File: src/rtl/core/bqd_pkg.sv
`timescale 1ns / 1ps

package bqd_pkg;

  localparam int SAMPLE_W   = 24;
  localparam int COEF_W     = 32;
  localparam int HIST_W     = 48;
  localparam int HIST_FRAC  = 39;
  localparam int ACC_W      = 50;
  localparam int PROD_W     = SAMPLE_W + COEF_W;
  localparam int PROD_SHIFT = (SAMPLE_W - 1) + (COEF_W - 4) - HIST_FRAC;
  localparam int PROD_LSH   = (PROD_SHIFT < 0) ? -PROD_SHIFT : 0;
  localparam int PROD_RSH   = (PROD_SHIFT > 0) ? PROD_SHIFT : 0;
  localparam int OUT_SHIFT  = HIST_FRAC - (SAMPLE_W - 1);
  localparam int BIT_CNT_W  = $clog2(SAMPLE_W);
  localparam int CFG_ADDR_W = 3;

  localparam logic signed [COEF_W-1:0] COEF_ONE =
    {{(COEF_W-1){1'b0}}, 1'b1} << (COEF_W - 4);

  localparam logic signed [ACC_W-1:0] HALF_LSB =
    {{(ACC_W-1){1'b0}}, 1'b1} << (OUT_SHIFT - 1);
  localparam logic signed [ACC_W-1:0] SAMP_MAX =
    ({{(ACC_W-1){1'b0}}, 1'b1} << (SAMPLE_W - 1)) - {{(ACC_W-1){1'b0}}, 1'b1};
  localparam logic signed [ACC_W-1:0] SAMP_MIN = ~SAMP_MAX;

  localparam logic [CFG_ADDR_W-1:0] REG_COEF_B0 = 3'd0;
  localparam logic [CFG_ADDR_W-1:0] REG_COEF_B1 = 3'd1;
  localparam logic [CFG_ADDR_W-1:0] REG_COEF_B2 = 3'd2;
  localparam logic [CFG_ADDR_W-1:0] REG_COEF_A1 = 3'd3;
  localparam logic [CFG_ADDR_W-1:0] REG_COEF_A2 = 3'd4;

  typedef enum logic [2:0] {
    TAP_B0,
    TAP_B1,
    TAP_B2,
    TAP_A1,
    TAP_A2
  } bqd_tap_t;

  typedef enum logic [1:0] {
    ST_IDLE,
    ST_MUL,
    ST_ROUND,
    ST_CLEAR
  } bqd_state_t;

  typedef struct packed {
    logic                       action;
    logic signed [SAMPLE_W-1:0] sample_in;
  } bqd_in_t;

  typedef struct packed {
    logic signed [SAMPLE_W-1:0] sample_out;
    logic                       clipped;
  } bqd_out_t;

endpackage

File: src/rtl/core/bqd_serial_mul.sv
`timescale 1ns / 1ps

module bqd_serial_mul (
  input  logic                                 clk,
  input  logic                                 rst_n,
  input  logic                                 start,
  input  logic signed [bqd_pkg::SAMPLE_W-1:0]  operand,
  input  logic signed [bqd_pkg::COEF_W-1:0]    coef,
  output logic                                 done,
  output logic signed [bqd_pkg::PROD_W-1:0]    product
);

  import bqd_pkg::*;

  logic                       busy_r, busy_nxt;
  logic                       done_r, done_nxt;
  logic [BIT_CNT_W-1:0]       cnt_r, cnt_nxt;
  logic [SAMPLE_W-1:0]        sreg_r, sreg_nxt;
  logic signed [COEF_W-1:0]   coef_r, coef_nxt;
  logic signed [COEF_W:0]     hi_r, hi_nxt;
  logic [SAMPLE_W-1:0]        lo_r, lo_nxt;
  logic signed [COEF_W+1:0]   coef_ext;
  logic signed [COEF_W+1:0]   addend;
  logic signed [COEF_W+1:0]   sum;
  logic                       last;
  logic [COEF_W+SAMPLE_W:0]   full;

  assign last     = (cnt_r == BIT_CNT_W'(SAMPLE_W - 1));
  assign coef_ext = {{2{coef_r[COEF_W-1]}}, coef_r};

  // sign bit of the operand carries negative weight
  always_comb begin
    if (!sreg_r[0]) begin
      addend = '0;
    end else if (last) begin
      addend = -coef_ext;
    end else begin
      addend = coef_ext;
    end
    sum = {hi_r[COEF_W], hi_r} + addend;
  end

  always_comb begin
    busy_nxt = busy_r;
    done_nxt = 1'b0;
    cnt_nxt  = cnt_r;
    sreg_nxt = sreg_r;
    coef_nxt = coef_r;
    hi_nxt   = hi_r;
    lo_nxt   = lo_r;
    if (start) begin
      busy_nxt = 1'b1;
      cnt_nxt  = '0;
      sreg_nxt = operand;
      coef_nxt = coef;
      hi_nxt   = '0;
    end else if (busy_r) begin
      // shift one operand bit in, one product bit out
      sreg_nxt = sreg_r >> 1;
      hi_nxt   = sum[COEF_W+1:1];
      lo_nxt   = {sum[0], lo_r[SAMPLE_W-1:1]};
      cnt_nxt  = cnt_r + BIT_CNT_W'(1);
      if (last) begin
        busy_nxt = 1'b0;
        done_nxt = 1'b1;
      end
    end
  end

  always_ff @(posedge clk) begin
    if (!rst_n) begin
      busy_r <= 1'b0;
      done_r <= 1'b0;
    end else begin
      busy_r <= busy_nxt;
      done_r <= done_nxt;
    end
    cnt_r  <= cnt_nxt;
    sreg_r <= sreg_nxt;
    coef_r <= coef_nxt;
    hi_r   <= hi_nxt;
    lo_r   <= lo_nxt;
  end

  assign full    = {hi_r, lo_r};
  assign done    = done_r;
  assign product = full[PROD_W-1:0];

endmodule

File: src/rtl/core/biquad_iir_filter_core.sv
`timescale 1ns / 1ps

// Biquad section, transposed direct form II, with a bit-serial multiplier that
// takes one sample bit per cycle. A filter word runs five products through that
// one unit, and the block takes no new word until all five are done; the result
// word is rounded and loaded after the b0 product once the output is free, while
// the other products and the history update finish behind it. A clear word zeroes
// the history and emits a zero word. Coefficients are to be written through the cfg
// port only while the block is idle; the block itself does not enforce this. Unknown indexes are ignored.
module biquad_iir_filter_core (
  input  logic                               clk,
  input  logic                               rst_n,
  input  logic                               in_valid,
  output logic                               in_ready,
  input  bqd_pkg::bqd_in_t                   in_data,
  output logic                               out_valid,
  input  logic                               out_ready,
  output bqd_pkg::bqd_out_t                  out_data,
  input  logic                               cfg_we,
  input  logic [bqd_pkg::CFG_ADDR_W-1:0]     cfg_addr,
  input  logic [bqd_pkg::COEF_W-1:0]         cfg_wdata
);

  import bqd_pkg::*;

  localparam int EXT_W = PROD_W + PROD_LSH + ACC_W;

  bqd_state_t               state_r, state_nxt;
  bqd_tap_t                 tap_r, tap_nxt;
  bqd_tap_t                 start_tap;
  logic                     mul_start;
  logic                     mul_done;
  logic signed [PROD_W-1:0] product;
  logic signed [SAMPLE_W-1:0] mul_operand;
  logic signed [COEF_W-1:0]   mul_coef;

  logic signed [COEF_W-1:0] b0_r, b1_r, b2_r, a1_r, a2_r;
  logic signed [SAMPLE_W-1:0] x_r, x_nxt;
  logic signed [SAMPLE_W-1:0] y_r, y_nxt;
  logic signed [ACC_W-1:0]  acc_r, acc_nxt;
  logic signed [ACC_W-1:0]  n2_r, n2_nxt;
  logic signed [HIST_W-1:0] h1_r, h1_nxt;
  logic signed [HIST_W-1:0] h2_r, h2_nxt;
  logic                     out_valid_r, out_valid_nxt;
  bqd_out_t                 out_data_r, out_data_nxt;

  logic                     in_fire;
  logic                     out_free;
  logic                     out_load;
  logic                     hist_clear;

  logic signed [EXT_W-1:0]  prod_ext;
  logic signed [EXT_W-1:0]  prod_sh;
  logic signed [ACC_W-1:0]  scaled;
  logic signed [ACC_W-1:0]  h1_ext, h2_ext;
  logic signed [ACC_W-1:0]  diff2;
  logic signed [ACC_W-1:0]  rnd;
  logic signed [ACC_W-1:0]  ysh;
  logic signed [SAMPLE_W-1:0] y_sat;
  logic                     y_clip;

  assign in_ready  = (state_r == ST_IDLE);
  assign in_fire   = in_valid & in_ready;
  assign out_free  = ~out_valid_r | out_ready;
  assign out_valid = out_valid_r;
  assign out_data  = out_data_r;

  // bring the exact product to 39 fraction bits (floor on right shift)
  assign prod_ext = $signed({{(EXT_W-PROD_W){product[PROD_W-1]}}, product}) <<< PROD_LSH;
  assign prod_sh  = prod_ext >>> PROD_RSH;
  assign scaled   = prod_sh[ACC_W-1:0];
  assign h1_ext   = {{(ACC_W-HIST_W){h1_r[HIST_W-1]}}, h1_r};
  assign h2_ext   = {{(ACC_W-HIST_W){h2_r[HIST_W-1]}}, h2_r};
  assign diff2    = n2_r - scaled;

  // round half up, then saturate to the sample range
  assign rnd = acc_r + HALF_LSB;
  assign ysh = rnd >>> OUT_SHIFT;
  always_comb begin
    if (ysh > SAMP_MAX) begin
      y_sat  = SAMP_MAX[SAMPLE_W-1:0];
      y_clip = 1'b1;
    end else if (ysh < SAMP_MIN) begin
      y_sat  = SAMP_MIN[SAMPLE_W-1:0];
      y_clip = 1'b1;
    end else begin
      y_sat  = ysh[SAMPLE_W-1:0];
      y_clip = 1'b0;
    end
  end

  always_comb begin
    state_nxt = state_r;
    unique case (state_r)
      ST_IDLE: begin
        if (in_fire) begin
          state_nxt = in_data.action ? ST_CLEAR : ST_MUL;
        end
      end
      ST_MUL: begin
        if (mul_done) begin
          if (tap_r == TAP_B0) begin
            state_nxt = ST_ROUND;
          end else if (tap_r == TAP_A2) begin
            state_nxt = ST_IDLE;
          end
        end
      end
      ST_ROUND: begin
        if (out_free) begin
          state_nxt = ST_MUL;
        end
      end
      ST_CLEAR: begin
        if (out_free) begin
          state_nxt = ST_IDLE;
        end
      end
      default: state_nxt = ST_IDLE;
    endcase
  end

  always_comb begin
    mul_start  = 1'b0;
    start_tap  = TAP_B0;
    out_load   = 1'b0;
    hist_clear = 1'b0;
    unique case (state_r)
      ST_IDLE: begin
        mul_start = in_fire & ~in_data.action;
      end
      ST_MUL: begin
        if (mul_done) begin
          case (tap_r)
            TAP_B1: begin
              mul_start = 1'b1;
              start_tap = TAP_B2;
            end
            TAP_B2: begin
              mul_start = 1'b1;
              start_tap = TAP_A1;
            end
            TAP_A1: begin
              mul_start = 1'b1;
              start_tap = TAP_A2;
            end
            default: ;
          endcase
        end
      end
      ST_ROUND: begin
        if (out_free) begin
          out_load  = 1'b1;
          mul_start = 1'b1;
          start_tap = TAP_B1;
        end
      end
      ST_CLEAR: begin
        out_load   = out_free;
        hist_clear = out_free;
      end
      default: ;
    endcase
  end

  always_comb begin
    if (state_r == ST_IDLE) begin
      mul_operand = in_data.sample_in;
    end else if (start_tap == TAP_A1 || start_tap == TAP_A2) begin
      mul_operand = y_r;
    end else begin
      mul_operand = x_r;
    end
    case (start_tap)
      TAP_B0:  mul_coef = b0_r;
      TAP_B1:  mul_coef = b1_r;
      TAP_B2:  mul_coef = b2_r;
      TAP_A1:  mul_coef = a1_r;
      TAP_A2:  mul_coef = a2_r;
      default: mul_coef = b0_r;
    endcase
  end

  always_comb begin
    tap_nxt       = mul_start ? start_tap : tap_r;
    x_nxt         = in_fire ? in_data.sample_in : x_r;
    y_nxt         = y_r;
    acc_nxt       = acc_r;
    n2_nxt        = n2_r;
    h1_nxt        = h1_r;
    h2_nxt        = h2_r;
    out_data_nxt  = out_data_r;
    out_valid_nxt = out_load ? 1'b1 : (out_ready ? 1'b0 : out_valid_r);

    if (state_r == ST_MUL && mul_done) begin
      case (tap_r)
        TAP_B0:  acc_nxt = scaled + h1_ext;
        TAP_B1:  acc_nxt = scaled + h2_ext;
        TAP_B2:  n2_nxt  = scaled;
        TAP_A1:  acc_nxt = acc_r - scaled;
        TAP_A2: begin
          // commit both history values, wrapping to the history width
          h1_nxt = acc_r[HIST_W-1:0];
          h2_nxt = diff2[HIST_W-1:0];
        end
        default: ;
      endcase
    end

    if (out_load) begin
      if (state_r == ST_ROUND) begin
        y_nxt                   = y_sat;
        out_data_nxt.sample_out = y_sat;
        out_data_nxt.clipped    = y_clip;
      end else begin
        out_data_nxt.sample_out = '0;
        out_data_nxt.clipped    = 1'b0;
      end
    end

    if (hist_clear) begin
      h1_nxt = '0;
      h2_nxt = '0;
    end
  end

  always_ff @(posedge clk) begin
    if (!rst_n) begin
      state_r     <= ST_IDLE;
      out_valid_r <= 1'b0;
      h1_r        <= '0;
      h2_r        <= '0;
      b0_r        <= COEF_ONE;
      b1_r        <= '0;
      b2_r        <= '0;
      a1_r        <= '0;
      a2_r        <= '0;
    end else begin
      state_r     <= state_nxt;
      out_valid_r <= out_valid_nxt;
      h1_r        <= h1_nxt;
      h2_r        <= h2_nxt;
      if (cfg_we) begin
        unique case (cfg_addr)
          REG_COEF_B0: b0_r <= cfg_wdata;
          REG_COEF_B1: b1_r <= cfg_wdata;
          REG_COEF_B2: b2_r <= cfg_wdata;
          REG_COEF_A1: a1_r <= cfg_wdata;
          REG_COEF_A2: a2_r <= cfg_wdata;
          default: ;
        endcase
      end
    end
    tap_r      <= tap_nxt;
    x_r        <= x_nxt;
    y_r        <= y_nxt;
    acc_r      <= acc_nxt;
    n2_r       <= n2_nxt;
    out_data_r <= out_data_nxt;
  end

  bqd_serial_mul u_mul (
    .clk     (clk),
    .rst_n   (rst_n),
    .start   (mul_start),
    .operand (mul_operand),
    .coef    (mul_coef),
    .done    (mul_done),
    .product (product)
  );

endmodule
File: config.mk
export PLATFORM = sky130hd
export DESIGN_NAME = biquad_iir_filter_core
export DESIGN_NICKNAME = d
export VERILOG_FILES = /design/src/rtl/core/bqd_pkg.sv /design/src/rtl/core/bqd_serial_mul.sv /design/src/rtl/core/biquad_iir_filter_core.sv
export SDC_FILE = /design/constraint.sdc
export NUM_CORES = 2
export LEC_CHECK = 0
export BUFFER_PORTS_ARGS = -buffer_cell sky130_fd_sc_hd__buf_2
export CAP_MARGIN = 10
export CORE_UTILIZATION = 60
export DETAILED_ROUTE_END_ITERATION = 7
export GPL_ROUTABILITY_DRIVEN = 0
export PLACE_DENSITY = 0.77
export SETUP_SLACK_MARGIN = 0.15
export SYNTH_ARGS = -nofsm -noshare
export SYNTH_HDL_FRONTEND = slang
export SYNTH_SLANG_ARGS = --single-unit
File: constraint.sdc
create_clock -name clk -period 9.6 [get_ports clk]
set_input_delay 0.96 -clock clk [delete_from_list [all_inputs] [get_ports clk]]
set_output_delay 0.96 -clock clk [all_outputs]
set_load 0.1 [all_outputs]
==> metrics.yaml <==
pwr:
  switching_share_pct: 41.2
  p_int_uw: 5430
  powerDensity_nw_per_um2: 251
  max-vdd-ir-drop_mv: 0.203
  pwr-share-comb_pct: 41.0
  power_switching_uw: 3800
  share_seq_of_total_power_pct: 34.2
  pwr-share-clk_pct: 24.8
  leakagePower_uw: 0.0143
sta:
  rsz_0062_raised_after_global_routing: "no"
  final_hold_viol_count: 0
  post-route-min-period_ns: 5.05
  fin_skew_ns: 0.0304
  min_period_over_period_pct: 52.6
  totalNegativeSetupSlack_ns: 0
  fmaxAchievable_mhz: 198
  worst-slew-pin-transition_ns: 1.18
  max_slew_margin_pct: 21.2
  setup_viol: 0
  final_max_slew_viol_count: 0
  final_critical_path_setup_slack_ns: 4.55
detailed_routing:
  wl_mm: 92.3
  drt-vias-per-instance: 6.18
  first_pass_drt_iterations: 6
  post-route-drc-count: 0
  drt_first_iter_violations: 2688
  drt.antenna.violating_nets: 0
  routed_wire_length_per_instance_um: 19.4
  detailroute.via_count: 29500
critical_path:
  worstSetupPathType: "reg2reg"
  required_ns: 10.20
  cp_data_arrival_time_ns: 5.65
  cp-end-kind: "flip-flop"
  cp_max_fanout: 7
  start_kind: "flip-flop"
finish:
  final_nets: 4263
  layout.core_utilization_pct: 66.4
  post_layout_nonfiller_instances: 4764
  n_antenna_cell: 0
  layout_cells_sized_above_1_pct: 6.75
  synthToLayoutAreaGrowth_pct: 8.76
synthesis:
  syn-num-nets: 4261
  proportion_of_register_bits_with_asynchronous_set_or_reset_after_synthesis_pct: 0
  synth-edff-count: 238
  synth_area_per_cell_um2: 8.54
  postSynthCellCount: 3965
  yosys.cell_types.count: 86
  synth_area_um2: 33900
  dominantRegCellSynth: "dfxtp_1"
  yosys_register_bits: 534
  synth_seq_area_share_pct: 38.6
  synth-warning-count: 0
clock_tree:
  maximum_level_of_the_cts_h_tree: 2
  postCtsSetupRepairBufs: 0
  tritoncts: "built"
  cts-buffers-inserted: 58
  cts_buffer_depth: 3
  hold_buffers: 0
  clkTransAtPathRegs_ns: 0.06
  clock_latency_ns: 0.66
  cts_root_buffer: "clkbuf_16"
  numClockSinks: 534
  cts-resized-gates: 0
floorplan:
  start_util_pct: 61.1
  ios: 92
  design.die.area_um2: 57400
  die-height_um: 240
  fp.coreArea_um2: 55400
  die-width_um: 240
  std_cell_rows: 86
global_route:
  wire_length_of_the_first_global_routing_pass_mm: 145
  gr-usage-all-layers_pct: 31.8
  overflow: 0
  largest_net_degree_at_the_start_of_global_routing: 127
  grt_antenna_before_repair: 0
  grt_pass1_vias: 27600
placed_design:
  dp.final_hpwl_mm: 65.1
  pre_cts_worst_setup_slack_ns: 4.55
  io_buffers: 91
  placedCellCount: 4655
run_status:
  outcome: "completed"
min_path:
  hold_crit_class: "reg2reg"
run:
  maxCapViolCount: 0
## cell families after synthesis
logic type | Yosys count | synth area share [%]
multiplexers | 52 | 1.54
buffers and inverters | 297 | 3.32
AND/OR/NAND/NOR | 1397 | 18.2
AO/OA/AOI/OAI | 1214 | 23.4
XOR/XNOR | 240 | 6.21
adder cells (fa/ha/maj) | 231 | 8.65
flip-flops | 534 | 38.6
## Yosys cell counts (all sizes together), types with 13 or more instances
library cell,n,area share (%)
a211oi,45,1.0
a21boi,171,3.8
a21o,123,2.7
a21oi,318,4.7
a222oi,32,0.95
a31oi,60,1.1
and2,46,0.85
and3,36,0.67
and4,13,0.34
buf,20,0.25
clkbuf,164,1.8
dfxtp,296,18
edfxtp,238,21
ha,226,8.4
inv,113,1.3
mux2i,51,1.5
nand2,781,8.7
nand2b,26,0.48
nand3,75,1.1
nand4,38,0.70
nor2,243,2.7
nor2b,31,0.57
nor3,41,0.64
o211ai,24,0.53
o21a,38,0.84
o21ai,229,3.4
o21bai,28,0.62
o31ai,19,0.44
or3,21,0.42
xnor2,148,3.8
xor2,92,2.4
## area by class of cell
class	instances	area [um2]
fillers	4610	18600
flip-flops and latches	534	13100
repair buffers	126	721
well taps	748	936
clock buffers	78	1580
clock inverters	31	374
multi-input cells	3134	19700
inverters	113	425
## state kept, by name, summed over array words and instances, names as in the netlist, 3 cells and up
signal	flops
x_r	24
h2_r	45
a2_r	32
tap_r	3
a1_r	32
u_mul.lo_r	12
n2_r	44
u_mul.hi_r	33
b1_r	32
b0_r	32
u_mul.coef_r	32
u_mul.sreg_r	24
b2_r	32
out_data	25
y_r	24
u_mul.cnt_r	5
h1_r	48
acc_r	50
## power groups by stage
stage               sequential, uW  combinational (uW)  clock (uW)
floorplan                     3400                2550           0
global placement              3170                3640           0
detailed placement            3190                3700           0
CTS                           3140                3720        2310
global route                  3180                4130        2400
finish                        3150                3780        2290
## worst max-delay path, cell delays in order (launching register included)
cell and delay [ns]:
edfxtp_1 0.43, or3_4 0.41, or4_4 0.47, nor4_4 0.19, or4b_4 0.54, nor3_4 0.32
a21oi_1 0.13, xor2_1 0.17, and2_1 0.17, ha_1 0.38, nand3_1 0.12, nor2_1 0.15
nand2_1 0.10, o221ai_1 0.29, a31o_2 0.21, a21o_1 0.14, a21oi_1 0.08, or4b_2 0.61
nand3_1 0.10
## layer usage
metal	wire length, um	track usage [%]
met3	8340	5.06
met2	41000	49.9
met4	3080	12.0
met1	39900	44.0
met5	0	0
## path summary, 6_finish.rpt
| path | startpoint | endpoint | slack (ns) | depth (start not counted) |
|---|---|---|---|---|
| worst max-delay path | u_mul.coef_r[7]$_DFFE_PP_ | u_mul.hi_r[31]$_SDFFE_PP0P_ | 4.55 | 18 |
| worst min-delay path | h2_r[4]$_SDFFE_PP0P_ | h2_r[4]$_SDFFE_PP0P_ | 0.45 | 2 |
| worst max register to register | u_mul.coef_r[7]$_DFFE_PP_ | u_mul.hi_r[31]$_SDFFE_PP0P_ | 4.55 | 18 |
| worst min register to register | h2_r[4]$_SDFFE_PP0P_ | h2_r[4]$_SDFFE_PP0P_ | 0.45 | 2 |
## through the flow
stage	hold slack [ns]	power, uW	area [um2]
2_1_floorplan	0.436	5950	33900
3_5_place_dp	0.449	6880	34900
3_3_place_gp	0.443	6810	34900
4_1_cts	0.456	9170	36800
6_report	0.454	9220	36800
5_1_grt	0.474	9700	36800
## layout by cell type, fill, tap and decap left out, drive strengths merged, types with 13 or more instances in the layout
master and count:
mux2i 51, a211oi 45, xnor2 148, or3 21, o21bai 28, a21o 123
inv 116, nor3 41, nand2b 26, and4 13, a21oi 318, dfxtp 296
nor2b 31, nand2 781, nand4 38, clkinv 20, nand3 75, a31oi 60
and3 36, xor2 92, ha 226, a21boi 171, edfxtp 238, and2 46
buf 126, nor2 243, a222oi 32, o21a 38, o211ai 24, o21ai 229
clkbuf 78, o31ai 19
Power figures use the tool's default switching activity.
